<file path="src/owm_pkg.sv">
package owm_pkg;

	localparam int COUNT_BITS_DEF = 16;
	localparam int REQ_BITS       = 2;
	localparam int BYTE_BITS      = 8;
	localparam int CFG_INDEX_BITS = 3;
	localparam int CFG_DATA_BITS  = 16;

	localparam logic [REQ_BITS-1:0] REQ_TICK  = 2'd0;
	localparam logic [REQ_BITS-1:0] REQ_RESET = 2'd1;
	localparam logic [REQ_BITS-1:0] REQ_WRITE = 2'd2;
	localparam logic [REQ_BITS-1:0] REQ_READ  = 2'd3;

	localparam logic [CFG_INDEX_BITS-1:0] CFG_RESET_LOW     = 3'd0;
	localparam logic [CFG_INDEX_BITS-1:0] CFG_PRESENCE_WAIT = 3'd1;
	localparam logic [CFG_INDEX_BITS-1:0] CFG_POST_PRESENCE = 3'd2;
	localparam logic [CFG_INDEX_BITS-1:0] CFG_SLOT          = 3'd3;
	localparam logic [CFG_INDEX_BITS-1:0] CFG_SHORT_LOW     = 3'd4;
	localparam logic [CFG_INDEX_BITS-1:0] CFG_RECOVERY      = 3'd5;
	localparam logic [CFG_INDEX_BITS-1:0] CFG_SAMPLE_DELAY  = 3'd6;
	localparam logic [CFG_INDEX_BITS-1:0] CFG_RETRY         = 3'd7;

	typedef struct packed {
		logic [15:0] reset_low_ticks;
		logic [15:0] presence_wait_ticks;
		logic [15:0] post_presence_ticks;
		logic [15:0] slot_ticks;
		logic [7:0]  short_low_ticks;
		logic [7:0]  recovery_ticks;
		logic [7:0]  sample_delay_ticks;
		logic        retry_until_present;
	} cfg_t;

	localparam cfg_t CFG_RESET_VALUE = '{
		reset_low_ticks:     16'd500,
		presence_wait_ticks: 16'd100,
		post_presence_ticks: 16'd60,
		slot_ticks:          16'd60,
		short_low_ticks:     8'd2,
		recovery_ticks:      8'd6,
		sample_delay_ticks:  8'd0,
		retry_until_present: 1'b1
	};

	typedef struct packed {
		logic                 drive_low;
		logic                 busy_res;
		logic                 done_res;
		logic                 presence;
		logic [BYTE_BITS-1:0] read_byte;
		logic                 rejected;
	} res_t;

endpackage

</file>
<file path="src/owm_tick_if.sv">
interface owm_tick_if
	import owm_pkg::*;
();
	logic                 valid;
	logic                 ready;
	logic [REQ_BITS-1:0]  req_type;
	logic [BYTE_BITS-1:0] write_byte;
	logic                 line_level;

	modport source (output valid, output req_type, output write_byte, output line_level,
		input ready);
	modport sink (input valid, input req_type, input write_byte, input line_level,
		output ready);
endinterface

</file>
<file path="src/owm_status_if.sv">
interface owm_status_if
	import owm_pkg::*;
();
	logic                 valid;
	logic                 ready;
	logic                 drive_low;
	logic                 busy_res;
	logic                 done_res;
	logic                 presence;
	logic [BYTE_BITS-1:0] read_byte;
	logic                 rejected;

	modport source (output valid, output drive_low, output busy_res, output done_res,
		output presence, output read_byte, output rejected, input ready);
	modport sink (input valid, input drive_low, input busy_res, input done_res,
		input presence, input read_byte, input rejected, output ready);
endinterface

</file>
<file path="src/owm_cfg_regs.sv">
module owm_cfg_regs
	import owm_pkg::*;
(
	input  logic                      clk,
	input  logic                      arst_n,
	input  logic                      cfg_we,
	input  logic [CFG_INDEX_BITS-1:0] cfg_index,
	input  logic [CFG_DATA_BITS-1:0]  cfg_data,
	output cfg_t                      cfg
);

	cfg_t cfg_q;

	always_ff @(posedge clk or negedge arst_n) begin
		if (!arst_n) begin
			cfg_q <= CFG_RESET_VALUE;
		end else if (cfg_we) begin
			case (cfg_index)
				CFG_RESET_LOW:     cfg_q.reset_low_ticks     <= cfg_data;
				CFG_PRESENCE_WAIT: cfg_q.presence_wait_ticks <= cfg_data;
				CFG_POST_PRESENCE: cfg_q.post_presence_ticks <= cfg_data;
				CFG_SLOT:          cfg_q.slot_ticks          <= cfg_data;
				CFG_SHORT_LOW:     cfg_q.short_low_ticks     <= cfg_data[7:0];
				CFG_RECOVERY:      cfg_q.recovery_ticks      <= cfg_data[7:0];
				CFG_SAMPLE_DELAY:  cfg_q.sample_delay_ticks  <= cfg_data[7:0];
				CFG_RETRY:         cfg_q.retry_until_present <= cfg_data[0];
				default: begin
				end
			endcase
		end
	end

	assign cfg = cfg_q;

endmodule

</file>
<file path="src/owm_core.sv">
module owm_core
	import owm_pkg::*;
#(
	parameter int COUNT_BITS = COUNT_BITS_DEF
) (
	input  logic                 clk,
	input  logic                 arst_n,
	input  logic                 fire,
	input  logic [REQ_BITS-1:0]  req_type,
	input  logic [BYTE_BITS-1:0] write_byte,
	input  logic                 line_level,
	input  cfg_t                 cfg,
	output res_t                 res
);

	localparam int VW = (COUNT_BITS > 16) ? COUNT_BITS : 16;
	localparam logic [COUNT_BITS-1:0] COUNT_MAX = {COUNT_BITS{1'b1}};

	localparam logic [3:0] PH_IDLE       = 4'd0;
	localparam logic [3:0] PH_RST_LOW    = 4'd1;
	localparam logic [3:0] PH_RST_WAIT   = 4'd2;
	localparam logic [3:0] PH_RST_POST   = 4'd3;
	localparam logic [3:0] PH_SLOT_LOW   = 4'd4;
	localparam logic [3:0] PH_SLOT_HIGH  = 4'd5;
	localparam logic [3:0] PH_READ_DELAY = 4'd6;
	localparam logic [3:0] PH_READ_TAIL  = 4'd7;
	localparam logic [3:0] PH_RECOVER    = 4'd8;

	logic [3:0]            phase_q;
	logic [COUNT_BITS-1:0] tick_q;
	logic [2:0]            bit_q;
	logic [BYTE_BITS-1:0]  shift_q;
	logic [REQ_BITS-1:0]   op_q;
	logic                  present_q;
	logic [BYTE_BITS-1:0]  last_read_q;

	logic [3:0]            ph;
	logic [COUNT_BITS-1:0] tc;
	logic [COUNT_BITS:0]   tc_inc;
	logic [COUNT_BITS-1:0] len;
	logic [2:0]            bi;
	logic [BYTE_BITS-1:0]  sb;
	logic [REQ_BITS-1:0]   ok;
	logic                  pf;
	logic [BYTE_BITS-1:0]  lr;
	logic                  going;

	function automatic logic [COUNT_BITS-1:0] clampd(input logic [15:0] v, input logic lo1);
		logic [VW-1:0] ext;
		ext = VW'(v);
		if (lo1 && v == 16'd0) ext = VW'(1);
		if (ext > VW'(COUNT_MAX)) ext = VW'(COUNT_MAX);
		return ext[COUNT_BITS-1:0];
	endfunction

	function automatic logic [COUNT_BITS-1:0] phase_len(input logic [3:0] p,
		input logic [REQ_BITS-1:0] op, input logic lsb, input cfg_t c);
		logic [COUNT_BITS-1:0] r;
		case (p)
			PH_RST_LOW:    r = clampd(c.reset_low_ticks, 1'b1);
			PH_RST_WAIT:   r = clampd(c.presence_wait_ticks, 1'b1);
			PH_RST_POST:   r = clampd(c.post_presence_ticks, 1'b0);
			PH_SLOT_LOW: begin
				if (op == REQ_WRITE && !lsb) r = clampd(c.slot_ticks, 1'b1);
				else r = clampd({8'd0, c.short_low_ticks}, 1'b1);
			end
			PH_SLOT_HIGH:  r = clampd(c.slot_ticks, 1'b1);
			PH_READ_DELAY: r = clampd({8'd0, c.sample_delay_ticks}, 1'b0);
			PH_READ_TAIL:  r = clampd(c.slot_ticks, 1'b1);
			PH_RECOVER:    r = clampd({8'd0, c.recovery_ticks}, 1'b0);
			default:       r = COUNT_BITS'(1);
		endcase
		return r;
	endfunction

	always_comb begin
		ph = phase_q;
		tc = tick_q;
		bi = bit_q;
		sb = shift_q;
		ok = op_q;
		pf = present_q;
		lr = last_read_q;
		tc_inc = '0;
		len = '0;
		going = 1'b0;
		res = '0;

		if (req_type != REQ_TICK) begin
			if (phase_q != PH_IDLE) begin
				res.rejected = 1'b1;
			end else begin
				ok = req_type;
				tc = '0;
				bi = '0;
				if (req_type == REQ_RESET) begin
					pf = 1'b0;
					ph = PH_RST_LOW;
				end else begin
					sb = (req_type == REQ_WRITE) ? write_byte : '0;
					ph = PH_SLOT_LOW;
				end
			end
		end

		if (ph != PH_IDLE) begin
			len = phase_len(ph, ok, sb[0], cfg);
			res.busy_res = 1'b1;
			res.drive_low = (ph == PH_RST_LOW) || (ph == PH_SLOT_LOW);
			tc_inc = {1'b0, tc} + 1'b1;
			if (ph == PH_RST_WAIT && tc_inc >= {1'b0, len}) pf = ~line_level;
			if (ph == PH_READ_TAIL && tc == '0) sb = {line_level, sb[BYTE_BITS-1:1]};
			tc = tc_inc[COUNT_BITS-1:0];
			if (tc >= len || tc == '0) begin
				tc = '0;
				going = 1'b1;
				// zero-length phases are passed in the same tick; at most two hops
				for (int k = 0; k < 2; k++) begin
					if (going) begin
						case (ph)
							PH_RST_LOW: ph = PH_RST_WAIT;
							PH_RST_WAIT: begin
								if (pf) ph = PH_RST_POST;
								else if (cfg.retry_until_present) ph = PH_RST_LOW;
								else ph = PH_IDLE;
							end
							PH_SLOT_LOW: begin
								if (ok == REQ_READ) ph = PH_READ_DELAY;
								else if (sb[0]) ph = PH_SLOT_HIGH;
								else ph = PH_RECOVER;
							end
							PH_SLOT_HIGH:  ph = PH_RECOVER;
							PH_READ_DELAY: ph = PH_READ_TAIL;
							PH_READ_TAIL:  ph = PH_RECOVER;
							PH_RECOVER: begin
								if (ok == REQ_WRITE) sb = {1'b0, sb[BYTE_BITS-1:1]};
								if (bi == 3'd7) begin
									if (ok == REQ_READ) lr = sb;
									ph = PH_IDLE;
								end else begin
									bi = bi + 3'd1;
									ph = PH_SLOT_LOW;
								end
							end
							default: ph = PH_IDLE;
						endcase
						if (ph == PH_IDLE) begin
							going = 1'b0;
							res.done_res = 1'b1;
						end else if (phase_len(ph, ok, sb[0], cfg) != '0) begin
							going = 1'b0;
						end
					end
				end
			end
		end

		res.presence = pf;
		res.read_byte = lr;
	end

	always_ff @(posedge clk or negedge arst_n) begin
		if (!arst_n) begin
			phase_q <= PH_IDLE;
			tick_q <= '0;
			bit_q <= '0;
			shift_q <= '0;
			op_q <= '0;
			present_q <= 1'b0;
			last_read_q <= '0;
		end else if (fire) begin
			phase_q <= ph;
			tick_q <= tc;
			bit_q <= bi;
			shift_q <= sb;
			op_q <= ok;
			present_q <= pf;
			last_read_q <= lr;
		end
	end

endmodule

</file>
<file path="src/one_wire_bus_master.sv">
// An accepted tick transaction reaches its status transaction through the input register, then
// the result register; both hold while a status transaction waits for the status side.
// Throughput: one tick per cycle while the status side takes each result.
// Reset (arst_n low, asynchronous): bus sequencer idle, counters and flags cleared,
// configuration registers back to their default timings.
module one_wire_bus_master
	import owm_pkg::*;
#(
	parameter int COUNT_BITS = COUNT_BITS_DEF
) (
	input  logic                      clk,
	input  logic                      arst_n,
	owm_tick_if.sink                  tick,
	owm_status_if.source              status,
	input  logic                      cfg_we,
	input  logic [CFG_INDEX_BITS-1:0] cfg_index,
	input  logic [CFG_DATA_BITS-1:0]  cfg_data
);

	cfg_t                 cfg;
	res_t                 res;
	res_t                 res_q;
	logic                 res_valid_q;
	logic                 valid_s1;
	logic [REQ_BITS-1:0]  req_s1;
	logic [BYTE_BITS-1:0] wbyte_s1;
	logic                 line_s1;
	logic                 fire;

	assign fire = valid_s1 && (!res_valid_q || status.ready);
	assign tick.ready = !valid_s1 || fire;

	always_ff @(posedge clk or negedge arst_n) begin
		if (!arst_n) begin
			valid_s1 <= 1'b0;
		end else if (tick.ready) begin
			valid_s1 <= tick.valid;
		end
	end

	always_ff @(posedge clk) begin
		if (tick.ready && tick.valid) begin
			req_s1 <= tick.req_type;
			wbyte_s1 <= tick.write_byte;
			line_s1 <= tick.line_level;
		end
	end

	owm_cfg_regs u_cfg (
		.clk       (clk),
		.arst_n    (arst_n),
		.cfg_we    (cfg_we),
		.cfg_index (cfg_index),
		.cfg_data  (cfg_data),
		.cfg       (cfg)
	);

	owm_core #(
		.COUNT_BITS (COUNT_BITS)
	) u_core (
		.clk        (clk),
		.arst_n     (arst_n),
		.fire       (fire),
		.req_type   (req_s1),
		.write_byte (wbyte_s1),
		.line_level (line_s1),
		.cfg        (cfg),
		.res        (res)
	);

	always_ff @(posedge clk or negedge arst_n) begin
		if (!arst_n) begin
			res_valid_q <= 1'b0;
		end else if (fire) begin
			res_valid_q <= 1'b1;
		end else if (status.ready) begin
			res_valid_q <= 1'b0;
		end
	end

	always_ff @(posedge clk) begin
		if (fire) begin
			res_q <= res;
		end
	end

	assign status.valid     = res_valid_q;
	assign status.drive_low = res_q.drive_low;
	assign status.busy_res  = res_q.busy_res;
	assign status.done_res  = res_q.done_res;
	assign status.presence  = res_q.presence;
	assign status.read_byte = res_q.read_byte;
	assign status.rejected  = res_q.rejected;

endmodule

</file>
<file path="src/flat_wrapper.sv">
// flat-port wrapper written by rule: the top's interface ports become plain ports
module one_wire_bus_master_flat import owm_pkg::*;
#(
	parameter int COUNT_BITS = COUNT_BITS_DEF
)
  (clk, arst_n, cfg_we, cfg_index, cfg_data, tick_valid, tick_req_type, tick_write_byte, tick_line_level, tick_ready, status_valid, status_drive_low, status_busy_res, status_done_res, status_presence, status_read_byte, status_rejected, status_ready);
  owm_tick_if tick_i ();
  owm_status_if status_i ();
  input  logic clk;
  input  logic arst_n;
  input  logic cfg_we;
  input  logic [CFG_INDEX_BITS-1:0] cfg_index;
  input  logic [CFG_DATA_BITS-1:0] cfg_data;
  input wire logic [$bits(tick_i.valid)-1:0] tick_valid;
  input wire logic [$bits(tick_i.req_type)-1:0] tick_req_type;
  input wire logic [$bits(tick_i.write_byte)-1:0] tick_write_byte;
  input wire logic [$bits(tick_i.line_level)-1:0] tick_line_level;
  output wire logic [$bits(tick_i.ready)-1:0] tick_ready;
  output wire logic [$bits(status_i.valid)-1:0] status_valid;
  output wire logic [$bits(status_i.drive_low)-1:0] status_drive_low;
  output wire logic [$bits(status_i.busy_res)-1:0] status_busy_res;
  output wire logic [$bits(status_i.done_res)-1:0] status_done_res;
  output wire logic [$bits(status_i.presence)-1:0] status_presence;
  output wire logic [$bits(status_i.read_byte)-1:0] status_read_byte;
  output wire logic [$bits(status_i.rejected)-1:0] status_rejected;
  input wire logic [$bits(status_i.ready)-1:0] status_ready;
  assign tick_i.valid = tick_valid;
  assign tick_i.req_type = tick_req_type;
  assign tick_i.write_byte = tick_write_byte;
  assign tick_i.line_level = tick_line_level;
  assign tick_ready = tick_i.ready;
  assign status_valid = status_i.valid;
  assign status_drive_low = status_i.drive_low;
  assign status_busy_res = status_i.busy_res;
  assign status_done_res = status_i.done_res;
  assign status_presence = status_i.presence;
  assign status_read_byte = status_i.read_byte;
  assign status_rejected = status_i.rejected;
  assign status_i.ready = status_ready;
  one_wire_bus_master #(.COUNT_BITS(COUNT_BITS)) u_core (.clk(clk), .arst_n(arst_n), .tick(tick_i), .status(status_i), .cfg_we(cfg_we), .cfg_index(cfg_index), .cfg_data(cfg_data));
endmodule
</file>
<file path="config.mk">
export PLATFORM = sky130hd
export DESIGN_NAME = one_wire_bus_master_flat
export DESIGN_NICKNAME = d
export VERILOG_FILES = /design/src/owm_pkg.sv /design/src/owm_tick_if.sv /design/src/owm_status_if.sv /design/src/owm_cfg_regs.sv /design/src/owm_core.sv /design/src/one_wire_bus_master.sv /design/src/flat_wrapper.sv
export SDC_FILE = /design/constraint.sdc
export NUM_CORES = 1
export LEC_CHECK = 0
export ABC_AREA = 0
export BUFFER_PORTS_ARGS = -buffer_cell sky130_fd_sc_hd__buf_2
export CAP_MARGIN = 5
export CORE_ASPECT_RATIO = 1.75
export CORE_UTILIZATION = 40
export CTS_BUF_LIST = sky130_fd_sc_hd__clkbuf_8
export DETAILED_ROUTE_END_ITERATION = 12
export GPL_ROUTABILITY_DRIVEN = 1
export PLACE_DENSITY = 0.53
export RECOVER_POWER = 100
export SKIP_LAST_GASP = 1
export SLEW_MARGIN = 20
export SYNTH_ARGS = -nofsm -noshare
export SYNTH_HDL_FRONTEND = slang
export SYNTH_SLANG_ARGS = --single-unit
</file>
<file path="constraint.sdc">
create_clock -name clk -period 11.8 [get_ports clk]
set_input_delay 1.77 -clock clk [delete_from_list [all_inputs] [get_ports clk]]
set_output_delay 1.77 -clock clk [all_outputs]
set_load 0.005 [all_outputs]
</file>
* After elaboration in Yosys (flattened, before gate mapping)
Cells that the tools add are included.
Storage, ports and cells: bits in registers 157, output and inout bits 15, input bits 35, word-level logic and storage cells 269
Operators by class: eq/ne operators 36, reductions and logical operators 39, $lt $le $gt $ge 15, bitwise logic cells 1, muxes and demuxes 149, add/sub/neg operators 3
Operator list (number):
- two-way mux 16 bit | 66
- case mux 16 bit (8 select lines) | 2
- two-way mux 8 bit | 27
- > comparator 16 bit (second input constant) | 13
- logical NOT 16 bit | 5
- two-way mux 4 bit | 16
- == test 4 x 3 -> 1 bit (second input constant) | 12
- case mux 4 bit (6 select lines) | 2
- two-way mux 3 bit | 14
- == test 4 x 2 -> 1 bit (second input constant) | 5
- == test 3 bit (second input constant) | 6
- two-way mux 1 bit | 18
- AND reduction 2 bit | 9
- adder 16 x 1 -> 17 bit (second input constant) | 1
- >= comparator 17 x 16 -> 1 bit | 1
- >= comparator 16 bit | 1
- nonzero test 16 bit | 1
- == test 4 x 1 -> 1 bit (second input constant) | 3
- == test 4 bit (second input constant) | 3
- logical NOT 4 bit | 2
- logical NOT 8 bit | 1
- two-way mux 2 bit | 4
- nonzero test 4 bit | 2
- adder 3 x 1 -> 3 bit (second input constant) | 2
- other kinds (11) | 27

* Depth between registers and ports, before layout
depth after elaboration 48, depth in mapped cells 22, depth with buffers taken out 19

* Modules after synthesis
A second synthesis with hierarchy kept.
Second synthesis, totals: cell total of the unflattened synthesis 837, area total of the unflattened synthesis 8897.3 um2
By module, submodules not included:
- owm_core | seq. area each 1051.0 um2, area an instance 4598.2 um2, cells each 608, instances 1
- owm_cfg_regs | seq. area each 2253.4 um2, area an instance 3474.6 um2, cells each 197, instances 1
- one_wire_bus_master | seq. area each 770.7 um2, area an instance 824.5 um2, cells each 32, instances 1

* Worst setup path before layout
No wires, ideal clock.
kind flip-flop to flip-flop, from register u_core.u_core.phase_q[2], to register u_core.u_core.phase_q[0], slack 6622 ps, period minus slack after synthesis 5178 ps, stages on the path, launching flop included 22, arrival 5056 ps, setup time 122 ps, path buffers 3, required time 11678 ps, cell sequence dfrtp_1 -> buf_6 -> nor4_1 -> o21ai_2 -> clkbuf_1 -> and2_1 -> ha_1 -> nand3_1 -> or2_2 -> clkbuf_1 -> nor2_1 -> xnor2_1 -> nor2_1 -> ha_1 -> a21o_1 -> a311oi_1 -> a2111oi_0 -> a211oi_1 -> mux2i_1 -> o22ai_1 -> or4_1 -> a32o_1
Between the ends: word-level cells in the longest chain between the ends 29, elaborated cells on any way between the ends 96, those cells by class add/sub: 1; order compare: 2; eq/ne: 26; mux: 52; reduce/logical: 15
RTL lines:
- from (decl) | line owm_core.sv:29 | logic [3:0] phase_q;
- from (signal assigned) | line owm_core.sv:172 | phase_q <= ph;
- branches (longest 28 deep; another with adder 16 x 1 -> 17 bit)
- two-way mux 4 bit * | line owm_core.sv:106 | if (ph != PH_IDLE) begin
Every way passes the cells marked *. The select of a mux whose other input is x is not followed. A chain may end at the register's enable or synchronous reset.

==> results_dict.tcl <==
set metrics [dict create \
    drc_errors 0 \
    grt_overflow 0 \
    finalSetupViolCount 0 \
    synth_common_cells "dfrtp_1 (112), mux2_2 (105), nand2_1 (72), nor2_1 (46), clkbuf_1 (39)" \
    start_util_pct 40.9 \
    critPathMostFrequentCell "clkbuf_1" \
    cp-start-kind "input pin" \
    maxClockFrequency_ghz 0.134 \
    cts_sinks 157 \
    rsz0062_at_grt "false" \
    port_buffers 49 \
    die_h_um 198 \
    endpoint_kind "async pin" \
    antenna_found_initial 0 \
    path_delay_family "buffers and inverters" \
    clock_path_buffers 2 \
    ys_warn_count 0 \
    path_max_fanout 84 \
    grt_max_degree 85 \
    grt_pass1_wl_mm 40.3 \
    clockRootBuffer "clkbuf_8" \
    diodes 0 \
    coreArea_sq_um 21600 \
    vias_per_cell 6.01 \
    min_period_over_period_pct 63.4 \
    cts_buffers 17 \
    cp_data_arrival_time_ps 7070 \
    vias 7027 \
    path_cells "clkbuf_1, clkbuf_1" \
    htreeDepth 4 \
    ant_nets 0 \
    violations "max-capacitance violations, max-slew violations" \
    finalCriticalPeriod_ps 7480 \
    grt_pass1_vias 7274 \
    cap_viol_max_count 3 \
    finalMaxSlewViolations 165 \
    p_leak_uw 0.00398 \
    syn_inst 825 \
    cp.depth 2 \
    clock_latency_ps 500 \
    fin_skew_ps 17.2 \
    first_iter_violations 371 \
    clk_pin_slew_ps 80 \
    synth_top_area_share_pct 31.8 \
    vdd_drop_max_v 0.000117 \
    cp.required_ps 11390 \
    seq_area_frac_synth_pct 46.2 \
    chipWidth_um 114 \
    dp_cells 1138 \
    synth_nets 880 \
    ctsHoldBuffers 0 \
    grt_use_total_pct 23.8 \
    synth.most_common_cell "dfrtp_1" \
    fin_nets 920 \
    area_growth_pct 10.3 \
    nFillCells 2118 \
    dp_hpwl_mm 19.0 \
    first_pass_iters 7 \
    synthArstFlopShare_pct 84.7 \
    postSynthAreaPerCell_sq_um 10.7 \
    post_cts_buffers 0 \
    synthTopCellsByArea "dfrtp_1 (32%), mux2_2 (13%), edfxtp_1 (8.2%)" \
    fp-row-count 71 \
    crit_buf_inv 2 \
    holdPathStages 1 \
    relSlewSlack_pct -189 \
    powerDensity_nw_per_um2 220 \
    worst_pin_slew_ps 4340 \
    setup.worst_path.class "input pin to async pin" \
    routabilityCongestion 0.926 \
    cpPeakStageDelay_ps 3150 \
    stdcell_count 1170 \
    totalWireLength_mm 25.2 \
    syn_area_sq_um 8820 \
    holdCritPathClass "flop to flop" \
    finalSetupTns_ps 0 \
    synth_edf_count 24 \
    ys_seq_elements 157 \
    dieArea_sq_um 22700 \
    io_pins 50 \
    cts_tree "done" \
    cts_resized 0 \
    hold_viol 0 \
    drive_gt1_share_pct 24.1 \
    status "finished, violations left" \
    reg2reg_depth 17 \
    yosysTopAreaCell "dfrtp_1" \
    wl_per_cell_um 21.6 \
    ys.flop_type "dfrtp_1" \
    slowest_stage "clkbuf_1" \
    synth_cell_types 75 \
]
## area by class of cell
type,instances,area (sq um),share of cell area (%)
Timing Repair Buffer,66,317,3.25
Inverter,23,86.3,0.887
Clock inverter,14,189,1.94
Multi-Input combinational cell,600,4450,45.7
Tap cell,292,365,3.75
Sequential cell,157,4080,41.9
Clock buffer,18,248,2.55
## registers in the layout, summed over array words and instances, names as in the netlist, 2 cells and up
signal,flops
u_core.u_core.bit_q,3
u_core.u_cfg.cfg,89
u_core.u_core.last_read_q,8
u_core.req_s1,2
u_core.u_core.phase_q,4
u_core.u_core.shift_q,8
u_core.u_core.op_q,2
u_core.wbyte_s1,8
u_core.status.read_byte,8
u_core.u_core.tick_q,16
## cell families (layout without fill, tap and decap cells)
family                   Yosys count  count (layout)  synth area share, %
buffers and inverters             68             121                 3.29
AND/OR/NAND/NOR                  257             257                 15.2
flip-flops                       157             157                 46.2
multiplexers                     123             123                 15.8
AO/OA/AOI/OAI                    189             189                 15.6
adder cells (fa/ha/maj)           20              20                 2.84
XOR/XNOR                          11              11                 1.09
## path summary, 6_finish.rpt
check	from	to	slack (ps)
max	arst_n	u_core.u_cfg.cfg[74]	4320
min	u_core.valid_s1	u_core.status.valid	500
max reg2reg	u_core.u_core.phase_q[2]	u_core.status.read_byte[5]	5530
min reg2reg	u_core.valid_s1	u_core.status.valid	500
max in group clk	u_core.u_core.phase_q[2]	u_core.status.read_byte[5]	5530
min in group asynchronous	arst_n	u_core.u_core.tick_q[11]	2220
## placed cells by master (no fill, tap or decap), types with 5 or more instances in the layout
cell type and count:
nand2_1 72, or3_1 7, edfxtp_1 24, nor4_1 29, and2_1 10, o21ai_0 30, clkbuf_8 18, a31oi_1 7
nor3_1 17, clkbuf_1 23, xnor2_1 7, a222oi_1 15, buf_2 37, nand4_1 12, mux2_2 102, mux2_1 9
a32o_1 5, o22ai_1 6, buf_4 6, a21o_1 12, and3_1 6, a21boi_0 9, nand2b_1 7, ha_1 20
mux2i_1 12, a221oi_1 8, nand3_1 17, o31ai_1 7, a22oi_1 9, nor2_1 47, a21oi_1 30, dfrtp_1 112
nand4b_1 6, dfstp_2 21, inv_1 25, a211oi_1 5
## power by group
part / switching (uW) / internal, uW
sequential: 119 / 672
combinational: 539 / 354
clock: 217 / 237
## worst register-to-register path, delay by kind of cell, from the launching register on
kind,cells,cell delay (ps)
AOI/OAI and AO/OA,8,2150
adders and majority gates,1,360
buffers and inverters,3,1070
DFF,1,550
muxes,1,400
and+or+nand+nor,4,1490
## per-stage QoR
step                instance area [sq um]  utilization (%)  setup WS, ps  total power (uW)  hold WS (ps)
finish                               9730             45.1          4320              2140           497
CTS                                  9830             45.6          5890              2160           504
floorplan                            8820                -          6620              1410           440
detailed placement                   9400             43.5          5920              1700           484
global placement                     9400             43.5          6050              1670           474
global route                         9730             45.1          3020              2280           522
## routing by layer
layer,track usage (%),share of wire [%]
met1,24.6,36
met2,44.5,55
met3,4.08,3.4
met4,13.5,5.0
met5,0,0
Power figures use the tool's default switching activity.
